**src/slt_pkg.sv**
```systemverilog
// ----------------------------------------------------------------------------
// Sound level trigger package
// Shared constants, state encoding and controller/datapath interface types.
// ----------------------------------------------------------------------------
package slt_pkg;

    // Default geometry.
    localparam int WINDOW_DEFAULT      = 10;
    localparam int SAMPLE_BITS_DEFAULT = 10;

    // Sensitivity register.
    localparam int              SENS_BITS  = 7;
    localparam logic [SENS_BITS-1:0] SENS_RESET = 7'd50;

    // Percent scale used by the threshold test.
    localparam int              PCT_BITS = 7;
    localparam logic [PCT_BITS-1:0] PERCENT = 7'd100;

    // Item modes.
    localparam logic [1:0] MODE_SAMPLE      = 2'd0;
    localparam logic [1:0] MODE_READ_COLOR  = 2'd1;
    localparam logic [1:0] MODE_READ_METEOR = 2'd2;

    typedef enum logic [2:0] {
        S_IDLE,
        S_APPLY,
        S_DIV,
        S_AVG,
        S_MUL,
        S_CMP,
        S_DONE
    } state_t;

    // Commands from the controller to the datapath.
    typedef struct packed {
        logic capture;
        logic apply;
        logic div_step;
        logic avg_load;
        logic mul;
        logic cmp;
        logic out_load;
    } cmd_t;

    // Status from the datapath to the controller.
    typedef struct packed {
        logic sample_go;
        logic wrap;
        logic out_free;
    } status_t;

endpackage

```
**src/slt_datapath.sv**
```systemverilog
// ----------------------------------------------------------------------------
// Sound level trigger datapath
// Window accumulator, reciprocal divider, threshold products, flags and output.
// ----------------------------------------------------------------------------
module slt_datapath #(
    parameter int WINDOW      = slt_pkg::WINDOW_DEFAULT,
    parameter int SAMPLE_BITS = slt_pkg::SAMPLE_BITS_DEFAULT
) (
    input  logic                          clk,
    input  logic                          rst_n,
    input  logic                          cfg_we,
    input  logic [slt_pkg::SENS_BITS-1:0] cfg_wdata,
    input  logic [1:0]                    mode,
    input  logic                          active,
    input  logic [SAMPLE_BITS-1:0]        sample,
    input  logic                          out_ready,
    input  slt_pkg::cmd_t                 cmd,
    output slt_pkg::status_t              status,
    output logic                          out_valid,
    output logic                          flag,
    output logic [SAMPLE_BITS-1:0]        average_level,
    output logic                          average_ready
);

    localparam int IDX_W  = $clog2(WINDOW);
    localparam int SUM_W  = SAMPLE_BITS + $clog2(WINDOW);
    localparam int REC_SH = SUM_W + $clog2(WINDOW);
    localparam int REC_W  = SUM_W + 1;
    localparam int PROD_W = REC_SH + SAMPLE_BITS;
    localparam int PA_W   = SAMPLE_BITS + slt_pkg::PCT_BITS;
    localparam int PB_W   = SAMPLE_BITS + slt_pkg::SENS_BITS + 1;

    localparam logic [IDX_W-1:0]  LAST_IDX  = IDX_W'(WINDOW - 1);
    // Rounded-up reciprocal of WINDOW. With REC_SH fraction bits the product
    // gives the exact rounded-down quotient for every possible window sum.
    localparam logic [REC_W-1:0]  RECIP     = REC_W'(((1 << REC_SH) + WINDOW - 1) / WINDOW);

    // Captured item.
    logic [1:0]             mode_reg;
    logic                   active_reg;
    logic [SAMPLE_BITS-1:0] sample_reg;

    // Block state.
    logic [slt_pkg::SENS_BITS-1:0] sens_reg;
    logic [IDX_W-1:0]       idx_reg,    idx_next;
    logic [SUM_W-1:0]       acc_reg,    acc_next;
    logic [SAMPLE_BITS-1:0] avg_reg,    avg_next;
    logic                   valid_reg,  valid_next;
    logic                   color_reg,  color_next;
    logic                   meteor_reg, meteor_next;
    logic                   flag_reg,   flag_next;

    // Divider: holds the window sum, then the quotient.
    logic [SUM_W-1:0]       quo_reg,    quo_next;

    // Threshold products.
    logic                   above_reg;
    logic [PA_W-1:0]        pa_reg;
    logic [PB_W-1:0]        pb_reg;

    // Output register.
    logic                   out_valid_reg, out_valid_next;
    logic                   out_flag_reg;
    logic [SAMPLE_BITS-1:0] out_avg_reg;
    logic                   out_rdy_reg;

    logic                   wrap;
    logic [SUM_W-1:0]       sum_in;
    logic [PROD_W-1:0]      prod;
    logic [slt_pkg::SENS_BITS:0] sens_plus;

    assign wrap      = (idx_reg == LAST_IDX);
    assign sum_in    = acc_reg + SUM_W'(sample_reg);
    assign prod      = PROD_W'(quo_reg) * PROD_W'(RECIP);
    assign sens_plus = {1'b0, sens_reg} + (slt_pkg::SENS_BITS + 1)'(1);

    assign status.sample_go = (mode_reg == slt_pkg::MODE_SAMPLE) && active_reg;
    assign status.wrap      = wrap;
    assign status.out_free  = ~out_valid_reg | out_ready;

    always_comb
    begin
        idx_next       = idx_reg;
        acc_next       = acc_reg;
        avg_next       = avg_reg;
        valid_next     = valid_reg;
        color_next     = color_reg;
        meteor_next    = meteor_reg;
        flag_next      = flag_reg;
        quo_next       = quo_reg;
        out_valid_next = out_valid_reg;

        if (cmd.apply)
        begin
            flag_next = 1'b0;
            case (mode_reg)
                slt_pkg::MODE_SAMPLE:
                begin
                    if (active_reg)
                    begin
                        if (wrap)
                        begin
                            // The accumulator and the current sample hold every window entry
                            // once, so the full window sum goes straight to the divider.
                            idx_next = '0;
                            acc_next = '0;
                            quo_next = sum_in;
                        end
                        else
                        begin
                            idx_next = idx_reg + IDX_W'(1);
                            acc_next = sum_in;
                        end
                    end
                    else
                    begin
                        valid_next = 1'b0;
                    end
                end
                slt_pkg::MODE_READ_COLOR:
                begin
                    flag_next  = color_reg;
                    color_next = 1'b0;
                end
                slt_pkg::MODE_READ_METEOR:
                begin
                    flag_next   = meteor_reg;
                    meteor_next = 1'b0;
                end
                default:
                begin
                    flag_next = 1'b0;
                end
            endcase
        end

        if (cmd.div_step)
        begin
            quo_next = SUM_W'(prod[PROD_W-1:REC_SH]);
        end

        if (cmd.avg_load)
        begin
            avg_next   = quo_reg[SAMPLE_BITS-1:0];
            valid_next = 1'b1;
        end

        // floor(rise * 100 / avg) > sens is the same as rise * 100 >= (sens + 1) * avg.
        // A zero average makes the right side zero, so any rise fires.
        if (cmd.cmp && above_reg && ({1'b0, pa_reg} >= pb_reg))
        begin
            color_next  = 1'b1;
            meteor_next = 1'b1;
        end

        if (cmd.out_load)
        begin
            out_valid_next = 1'b1;
        end
        else if (out_ready)
        begin
            out_valid_next = 1'b0;
        end
    end

    always_ff @(posedge clk or negedge rst_n)
    begin
        if (!rst_n)
        begin
            sens_reg      <= slt_pkg::SENS_RESET;
            idx_reg       <= '0;
            acc_reg       <= '0;
            avg_reg       <= '0;
            valid_reg     <= 1'b0;
            color_reg     <= 1'b0;
            meteor_reg    <= 1'b0;
            out_valid_reg <= 1'b0;
        end
        else
        begin
            if (cfg_we)
            begin
                sens_reg <= cfg_wdata;
            end
            idx_reg       <= idx_next;
            acc_reg       <= acc_next;
            avg_reg       <= avg_next;
            valid_reg     <= valid_next;
            color_reg     <= color_next;
            meteor_reg    <= meteor_next;
            out_valid_reg <= out_valid_next;
        end
    end

    always_ff @(posedge clk)
    begin
        if (cmd.capture)
        begin
            mode_reg   <= mode;
            active_reg <= active;
            sample_reg <= sample;
        end
        if (cmd.mul)
        begin
            above_reg <= valid_reg && (sample_reg > avg_reg);
            pa_reg    <= PA_W'(sample_reg - avg_reg) * PA_W'(slt_pkg::PERCENT);
            pb_reg    <= PB_W'(sens_plus) * PB_W'(avg_reg);
        end
        if (cmd.out_load)
        begin
            out_flag_reg <= flag_reg;
            out_avg_reg  <= avg_reg;
            out_rdy_reg  <= valid_reg;
        end
        flag_reg <= flag_next;
        quo_reg  <= quo_next;
    end

    assign out_valid     = out_valid_reg;
    assign flag          = out_flag_reg;
    assign average_level = out_avg_reg;
    assign average_ready = out_rdy_reg;

endmodule

```
**src/slt_ctrl.sv**
```systemverilog
// ----------------------------------------------------------------------------
// Sound level trigger controller
// Sequences one item: apply, for samples divide (on wrap), multiply and compare, output.
// ----------------------------------------------------------------------------
module slt_ctrl (
    input  logic             clk,
    input  logic             rst_n,
    input  logic             in_valid,
    output logic             in_ready,
    input  slt_pkg::status_t status,
    output slt_pkg::cmd_t    cmd
);

    slt_pkg::state_t state_reg, state_next;

    always_ff @(posedge clk or negedge rst_n)
    begin
        if (!rst_n)
        begin
            state_reg <= slt_pkg::S_IDLE;
        end
        else
        begin
            state_reg <= state_next;
        end
    end

    always_comb
    begin
        state_next = state_reg;
        case (state_reg)
            slt_pkg::S_IDLE:
            begin
                if (in_valid)
                begin
                    state_next = slt_pkg::S_APPLY;
                end
            end
            slt_pkg::S_APPLY:
            begin
                if (!status.sample_go)
                begin
                    state_next = slt_pkg::S_DONE;
                end
                else if (status.wrap)
                begin
                    state_next = slt_pkg::S_DIV;
                end
                else
                begin
                    state_next = slt_pkg::S_MUL;
                end
            end
            slt_pkg::S_DIV:  state_next = slt_pkg::S_AVG;
            slt_pkg::S_AVG:  state_next = slt_pkg::S_MUL;
            slt_pkg::S_MUL:  state_next = slt_pkg::S_CMP;
            slt_pkg::S_CMP:  state_next = slt_pkg::S_DONE;
            slt_pkg::S_DONE:
            begin
                if (status.out_free)
                begin
                    state_next = slt_pkg::S_IDLE;
                end
            end
            default:         state_next = slt_pkg::S_IDLE;
        endcase
    end

    always_comb
    begin
        cmd      = '0;
        in_ready = 1'b0;
        case (state_reg)
            slt_pkg::S_IDLE:
            begin
                in_ready    = 1'b1;
                cmd.capture = in_valid;
            end
            slt_pkg::S_APPLY: cmd.apply    = 1'b1;
            slt_pkg::S_DIV:   cmd.div_step = 1'b1;
            slt_pkg::S_AVG:   cmd.avg_load = 1'b1;
            slt_pkg::S_MUL:   cmd.mul      = 1'b1;
            slt_pkg::S_CMP:   cmd.cmp      = 1'b1;
            slt_pkg::S_DONE:  cmd.out_load = status.out_free;
            default:          cmd          = '0;
        endcase
    end

endmodule

```
**src/sound_level_trigger.sv**
```systemverilog
// ----------------------------------------------------------------------------
// Sound level trigger
// Block-average percent-threshold detector with two sticky trigger flags.
// ----------------------------------------------------------------------------
// Usage: items enter on in_valid/in_ready (mode, active, sample) and every item
// yields exactly one result beat on out_valid/out_ready (flag, average_level,
// average_ready). The sensitivity register is written with cfg_we/cfg_wdata in
// any cycle; write it only while no item is in flight.
// A sample item with active high adds the sample to the running window sum.
// When the window fills, the sum is divided by WINDOW with one multiply by a
// rounded-up reciprocal.
// A read item, an inactive sample or an unused mode passes through the apply
// and done states; a sample that does not close the window also goes through
// multiply and compare, and the sample that closes it adds divide and average
// before them, which sets the worst case. The next item is accepted in the cycle
// after the result is loaded into the output register.
// Items are handled one at a time. The output register lets the next item be
// accepted while a result still waits; if the receiver stalls longer, the
// block holds the following result and stops accepting until the beat goes.
// Reset clears the window position, sum, average, validity and both flags,
// and sets the sensitivity to 50. No clearing pass is needed.
// ----------------------------------------------------------------------------
module sound_level_trigger #(
    parameter int WINDOW      = slt_pkg::WINDOW_DEFAULT,
    parameter int SAMPLE_BITS = slt_pkg::SAMPLE_BITS_DEFAULT
) (
    input  logic                          clk,
    input  logic                          rst_n,
    input  logic                          cfg_we,
    input  logic [slt_pkg::SENS_BITS-1:0] cfg_wdata,
    input  logic                          in_valid,
    output logic                          in_ready,
    input  logic [1:0]                    mode,
    input  logic                          active,
    input  logic [SAMPLE_BITS-1:0]        sample,
    output logic                          out_valid,
    input  logic                          out_ready,
    output logic                          flag,
    output logic [SAMPLE_BITS-1:0]        average_level,
    output logic                          average_ready
);

    // Command and status between the sequencer and the datapath.
    slt_pkg::cmd_t    cmd;
    slt_pkg::status_t status;

    slt_ctrl u_ctrl (
        .clk      (clk),
        .rst_n    (rst_n),
        .in_valid (in_valid),
        .in_ready (in_ready),
        .status   (status),
        .cmd      (cmd)
    );

    slt_datapath #(
        .WINDOW      (WINDOW),
        .SAMPLE_BITS (SAMPLE_BITS)
    ) u_datapath (
        .clk           (clk),
        .rst_n         (rst_n),
        .cfg_we        (cfg_we),
        .cfg_wdata     (cfg_wdata),
        .mode          (mode),
        .active        (active),
        .sample        (sample),
        .out_ready     (out_ready),
        .cmd           (cmd),
        .status        (status),
        .out_valid     (out_valid),
        .flag          (flag),
        .average_level (average_level),
        .average_ready (average_ready)
    );

endmodule

```
**config.mk**
```make
export PLATFORM = sky130hd
export DESIGN_NAME = sound_level_trigger
export DESIGN_NICKNAME = d
export VERILOG_FILES = /design/src/slt_pkg.sv /design/src/slt_datapath.sv /design/src/slt_ctrl.sv /design/src/sound_level_trigger.sv
export SDC_FILE = /design/constraint.sdc
export NUM_CORES = 1
export LEC_CHECK = 0
export ABC_AREA = 1
export BUFFER_PORTS_ARGS = -buffer_cell sky130_fd_sc_hd__buf_2
export CORE_ASPECT_RATIO = 1.2
export CORE_UTILIZATION = 40
export DETAILED_ROUTE_END_ITERATION = 8
export SYNTH_ARGS = -nofsm -noshare
export SYNTH_HDL_FRONTEND = slang
export SYNTH_SLANG_ARGS = --single-unit
```
**constraint.sdc**
```tcl
create_clock -name clk -period 6.65 [get_ports clk]
set_clock_uncertainty 0.05 [all_clocks]
set_input_delay 0.3325 -clock clk [delete_from_list [all_inputs] [get_ports clk]]
set_output_delay 0.3325 -clock clk [all_outputs]
set_load 0.05 [all_outputs]
```
==> run_results.csv, run 1 <==
group,metric,value,unit
worst_setup_path,worst_ep_arrival_time,5560,ps
detailed_routing,wire_per_inst,15.1,um
worst_setup_path,crit_fanout,5,
worst_setup_path,worstSetupStartpointType,"flop",
grt,grt_pass1_wl,54.3,mm
sta,finalSetupTns,0,ps
floorplanning,die_w,169,um
clocking,numCtsBuffers,17,
floorplanning,core,0.0331,mm^2
clocking,cts_resized,0,
hold_path,hp-class,"in -> async",
worst_setup_path,cp.required,6780,ps
finish,drive_above_1_share,5.14,%
floorplanning,die_h,203,um
detailed_routing,routed_wl,32.7,mm
sta,max_freq,0.184,GHz
clocking,post-cts-setup-buffers,0,
synthesis,synth_top_area_cell,"ha_1",
floorplanning,ioPinCount,39,
floorplanning,rows,73,
placement,port_buffers,38,
clocking,clkTransAtPathRegs,60,ps
clocking,clock_path_buffers,2,
detailed_routing,drc_errors,0,
detailed_routing,vias_per_cell,4.83,
sta,rsz0062_at_grt,"false",
run_status,outcome,"finished, final reports clean",
worst_setup_path,reg2reg_to,"u_datapath.quo_reg[5]$_DFFE_PP_",
detailed_routing,dr.pass1.iters,8,
finish,finish.instance_area,0.0148,mm^2
floorplanning,start_util,40.6,%
synthesis,synth_ff_type,"edfxtp_1",
clocking,cts-htree-levels,4,
synthesis,synth_top_area_share,19.0,%
detailed_routing,vias,10400,
sta,setup_viol,0,
sta,slew_violations,0,
clocking,cts_hold_buf,0,
job,cap_viol_max_count,0,
worst_setup_path,cp-end-kind,"flop",
grt,grt_overflow,0,
synthesis,avgSynthCellArea,8.15,um^2
synthesis,ys_types,43,
grt,grt_pass1_vias,11000,
finish,fillers,3363,
sta,slew_headroom,32.9,%
sta,worstMarginPinSlew,1000,ps
detailed_routing,drtIter0Drc,457,
clocking,cts_tree,"done",
placement,globalplace.congestion,0.960,
clocking,cts.sinks,116,
placement,placed_area,0.0142,mm^2
placement,place_hpwl,27.6,mm
detailed_routing,antenna_left,0,
grt,grt_start_max_net_pins,43,
synthesis,synthesis.area,0.0134,mm^2
synthesis,ys_top_cells_by_area,"ha_1 19%, fa_1 18%, edfxtp_1 16%, inv_1 11%, nand2_1 10%",
floorplanning,die_area,0.0343,mm^2
grt,grt_antenna_before_repair,0,
worst_setup_path,r2r_cells,20,
clocking,clock_latency,430,ps
worst_setup_path,rrSetupSlack,1230,ps
sta,fin_crit_sh,81.6,%
grt,grt_use_total,20.5,%
synthesis,synth-edff-count,70,
synthesis,synthCells,1646,
finish,largest_register_ffs,18,
finish,n_antenna_cell,0,
clocking,cts.root.buffer_cell,"clkbuf_16",
worst_setup_path,criticalPathCategory,"reg -> reg",
worst_setup_path,r2r_start,"u_datapath.quo_reg[8]$_DFFE_PP_",
synthesis,yosysSeqAreaShare,24.1,%
synthesis,ys_ff_latch,116,
finish,fin_nets,2047,
sta,fin_crit,5420,ps
synthesis,synth_fp_nets,1995,
synthesis,async_reset_ff_share,36.2,%
sta,hold_viol,0,
finish,synthToLayoutAreaGrowth,9.91,%
synthesis,yosys_warnings,0,
==> cells in the final DEF, fill, tap and decap left out, types with 3 or more instances in the layout <==
cell	count
dfstp_2	3
buf_4	3
a21o_1	4
dfxtp_1	4
or2_2	4
ha_1	204
nor3_1	18
o21a_1	3
o21bai_1	3
nor2_1	130
xor2_1	28
edfxtp_1	70
inv_1	396
o21ai_0	47
fa_1	120
nand2_1	366
nand4_1	18
a21oi_1	55
nand3b_1	7
clkbuf_16	19
dfrtp_1	39
buf_2	38
a22o_1	4
nand3_1	82
xnor2_1	9
clkinv_2	3
==> cells in the mapped netlist, types with 2 or more instances <==
cell type,count
buf_2,4
nand3_1,82
o21bai_1,3
a21boi_0,2
fa_1,120
o21a_1,3
dfstp_2,3
o21ai_0,47
nand2_1,366
dfxtp_1,4
xnor2_1,9
nand4_1,18
nand3b_1,7
inv_1,396
or2_2,4
a21oi_1,55
a31oi_1,2
nor4_1,2
dfrtp_1,39
nor3_1,18
xor2_1,28
nor2_1,131
a21o_1,4
inv_2,2
a22o_1,4
clkbuf_1,3
ha_1,204
o21ai_1,2
edfxtp_1,70
==> metal layers <==
metal | track usage, % | part of all wire, % | up-vias
met5 | 0 | 0 | -
met4 | 8.17 | 3.2 | 0
met1 | 23.2 | 41 | 4941
met3 | 2.53 | 2.4 | 61
met2 | 38.5 | 53 | 203
li1 | - | - | 5230
==> layout make-up <==
class	instances	area, um^2	share of cell area (%)
Clock buffer	22	497	3.37
Clock inverter	10	92.6	0.628
Inverter	399	1500	10.2
Multi-Input combinational cell	1123	8650	58.6
Sequential cell	116	3240	21.9
Tap cell	450	563	3.82
Timing Repair Buffer	41	213	1.44
==> metrics by stage <==
stage          worst slack (ps)  hold WS (ps)  instances  util [%]
2_1_floorplan              1790         -13.1       1646         -
3_3_place_gp               1270           361       2129      42.8
3_5_place_dp               1270           359       2129      42.8
4_1_cts                    1250          14.2       2161      44.6
5_1_grt                     829          13.4       2161      44.6
6_report                   1230          15.8       2161      44.6
==> worst max path at each step <==
stage                                                  start                              end  slack [ps]  cells after the start
final                        u_datapath.quo_reg[8]$_DFFE_PP_  u_datapath.quo_reg[5]$_DFFE_PP_        1230                     20
after global routing      u_datapath.sens_reg[0]$_DFFE_PN0P_  u_datapath.pb_reg[17]$_DFFE_PP_         830                     21
after CTS                    u_datapath.quo_reg[8]$_DFFE_PP_  u_datapath.quo_reg[7]$_DFFE_PP_        1250                     20
after detailed placement     u_datapath.quo_reg[8]$_DFFE_PP_  u_datapath.quo_reg[7]$_DFFE_PP_        1270                     20
after global placement       u_datapath.quo_reg[8]$_DFFE_PP_  u_datapath.quo_reg[7]$_DFFE_PP_        1270                     20
after floorplan           u_datapath.sens_reg[1]$_DFFE_PN1P_  u_datapath.pb_reg[17]$_DFFE_PP_        1790                     21
==> worst max-delay path, cell delays in order (launching register included) <==
cell,delay [ps]
edfxtp_1,490
ha_1,400
fa_1,510
fa_1,520
inv_1,60
fa_1,530
inv_1,50
fa_1,490
inv_1,50
fa_1,520
inv_1,50
ha_1,310
nand2_1,100
nor2_1,250
nand2_1,80
nor2_1,100
o21ai_0,240
nand3_1,170
nand2_1,60
nand3_1,90
nand2_1,60
==> cell families after synthesis <==
group           synth area share, %
buf+inv                        11.5
compound gates                 5.14
flops                          24.1
fa+ha+maj                      36.9
simple gates                   19.9
xor+xnor                       2.41
Power of run 1 is not shown: default switching activity piles up to over one toggle a cycle in this logic, so the estimate is an artifact.
==> run 2: changes to the inputs <==
==> constraint.sdc (replaced) <==
create_clock -name clk -period 5.1 [get_ports clk]
set_clock_uncertainty 0.05 [all_clocks]
set_input_delay 0.255 -clock clk [delete_from_list [all_inputs] [get_ports clk]]
set_output_delay 0.255 -clock clk [all_outputs]
set_load 0.05 [all_outputs]
==> run 2 against run 1 <==
Compared with the run above: via count rose by 2.5%; first-iteration DRC count rose by 26%; worst setup slack got worse by 1100 ps; register-to-register slack got worse by 1100 ps; core utilization rose by 2.4 points; routed wire length rose by 2.4%; non-clock buffer count rose by 60.
==> run_results.csv, run 2 (synthesis gave the netlist of run 1 again) <==
group,metric,value,unit
run_status,outcome,"finished, final reports clean",
detailed_routing,drtIter0Drc,574,
clocking,cts.root.buffer_cell,"clkbuf_16",
detailed_routing,vias,10700,
clocking,clkTransAtPathRegs,70,ps
sta,max_freq,0.201,GHz
hold_path,hp-class,"in -> reg",
clocking,cts-htree-levels,4,
finish,layout_common_cells,"391 x inv_1, 354 x nand2_1, 185 x ha_1",
grt,grt_overflow,0,
finish,fin_nets,2107,
finish,register_area,0.00324,mm^2
clocking,numCtsBuffers,17,
finish,drive_above_1_share,11.1,%
worst_setup_path,crit_start,"u_datapath.quo_reg[12]$_SDFFE_PP0P_",
worst_setup_path,r2r_start,"u_datapath.quo_reg[12]$_SDFFE_PP0P_",
clocking,clock_path_buffers,2,
sta,timing.hold.ws,4.77,ps
worst_setup_path,cp.required,5240,ps
finish,synthToLayoutAreaGrowth,15.9,%
detailed_routing,wire_per_inst,15.1,um
sta,worstMarginPinSlew,1030,ps
placement,dp_slack,-17.7,ps
floorplanning,die_h,203,um
grt,grt_start_max_net_pins,43,
grt,grt_pass1_vias,10900,
sta,hold_viol,0,
floorplanning,die_area,0.0343,mm^2
sta,setup_ws,135,ps
sta,fin_crit_sh,97.4,%
sta,slew_violations,0,
finish,mostFrequentLayoutCell,"inv_1",
grt,grt_pass1_wl,54.2,mm
worst_setup_path,worst_ep_arrival_time,5100,ps
placement,placed_area,0.0145,mm^2
grt,grt_use_total,20.4,%
job,cap_viol_max_count,0,
clocking,cts_tree,"done",
hold_path,holdPathStages,3,
detailed_routing,antenna_left,0,
detailed_routing,vias_per_cell,4.81,
hold_path,min-delay-start,"cfg_wdata[4]",
finish,multi_input_area,0.00900,mm^2
detailed_routing,dr.pass1.iters,7,
placement,port_buffers,38,
grt,grt_antenna_before_repair,0,
floorplanning,rows,73,
floorplanning,ioPinCount,39,
clocking,clock_latency,430,ps
detailed_routing,drc_errors,0,
worst_setup_path,crit_fanout,3,
worst_setup_path,rrSetupSlack,140,ps
floorplanning,core,0.0331,mm^2
floorplanning,die_w,169,um
worst_setup_path,worstSetupStartpointType,"flop",
clocking,cts.sinks,116,
sta,slew_headroom,31.1,%
floorplanning,start_util,40.6,%
finish,n_antenna_cell,0,
worst_setup_path,r2r_cells,20,
sta,fin_crit,4960,ps
placement,globalplace.congestion,0.922,
placement,place_hpwl,28.0,mm
worst_setup_path,criticalPathCategory,"reg -> reg",
worst_setup_path,cp-end-kind,"flop",
finish,fillers,3260,
finish,largest_register_ffs,18,
detailed_routing,routed_wl,33.5,mm
sta,setup_viol,0,
finish,finish.instance_area,0.0156,mm^2
run 2: path summary, 6_finish.rpt:
kind,to
max in group asynchronous,u_datapath.avg_reg[6]$_DFFE_PN0P_
max,u_datapath.quo_reg[2]$_DFFE_PP_
max reg2reg,u_datapath.quo_reg[2]$_DFFE_PP_
min in group asynchronous,u_datapath.meteor_reg$_DFFE_PN0P_
min,u_datapath.sens_reg[4]$_DFFE_PN1P_
min reg2reg,u_datapath.flag$_DFFE_PP_
run 2: layout make-up:
cell class	instances	share of cell area (%)
multi-input combinational	1123	57.8
sequential	116	20.8
inverter	399	9.63
timing repair buffer	101	4.55
tap	450	3.62
clock buffer	19	2.92
clock inverter	13	0.619
run 2: layer usage:
metal / vias to the layer above / GRT usage (%) / wire length, um / part of all wire (%)
met3: 69 / 2.50 / 820 / 2.5
met2: 172 / 38.4 / 17900 / 53
li1: 5371 / - / - / -
met4: 0 / 8.30 / 1120 / 3.3
met1: 5080 / 23.1 / 13700 / 41
met5: - / 0 / 0 / 0
run 2: through the flow:
stage / setup TNS (ps) / instances / util, %
after floorplan: 0 / 1646 / -
after global placement: -16.9 / 2169 / 43.7
after detailed placement: -32.3 / 2169 / 43.7
after CTS: 0 / 2220 / 46.0
after global routing: -149 / 2221 / 47.1
final: 0 / 2221 / 47.1
run 2: worst max-delay path: stages, from the launching register on:
cell,delay (ps)
dfxtp_2,340
fa_2,390
fa_1,530
fa_1,520
inv_1,50
fa_1,530
inv_1,60
fa_1,530
inv_1,60
fa_1,500
inv_1,70
ha_4,280
nand2_2,90
nor2_4,140
nand2_1,110
nor3_2,130
nand2_1,90
nand2_1,70
nand2_1,50
nand3_1,70
nand2_1,50
run 2: repair_timing:
action                     CTS  global route
pin swaps                    0            22
gates cloned                 0             0
hold endpoints to repair    49             0
setup endpoints to repair    5            21
buffers inserted             1             1
hold buffers                18             0
resized for setup            4            75
Power of run 2 is left out for the same reason.
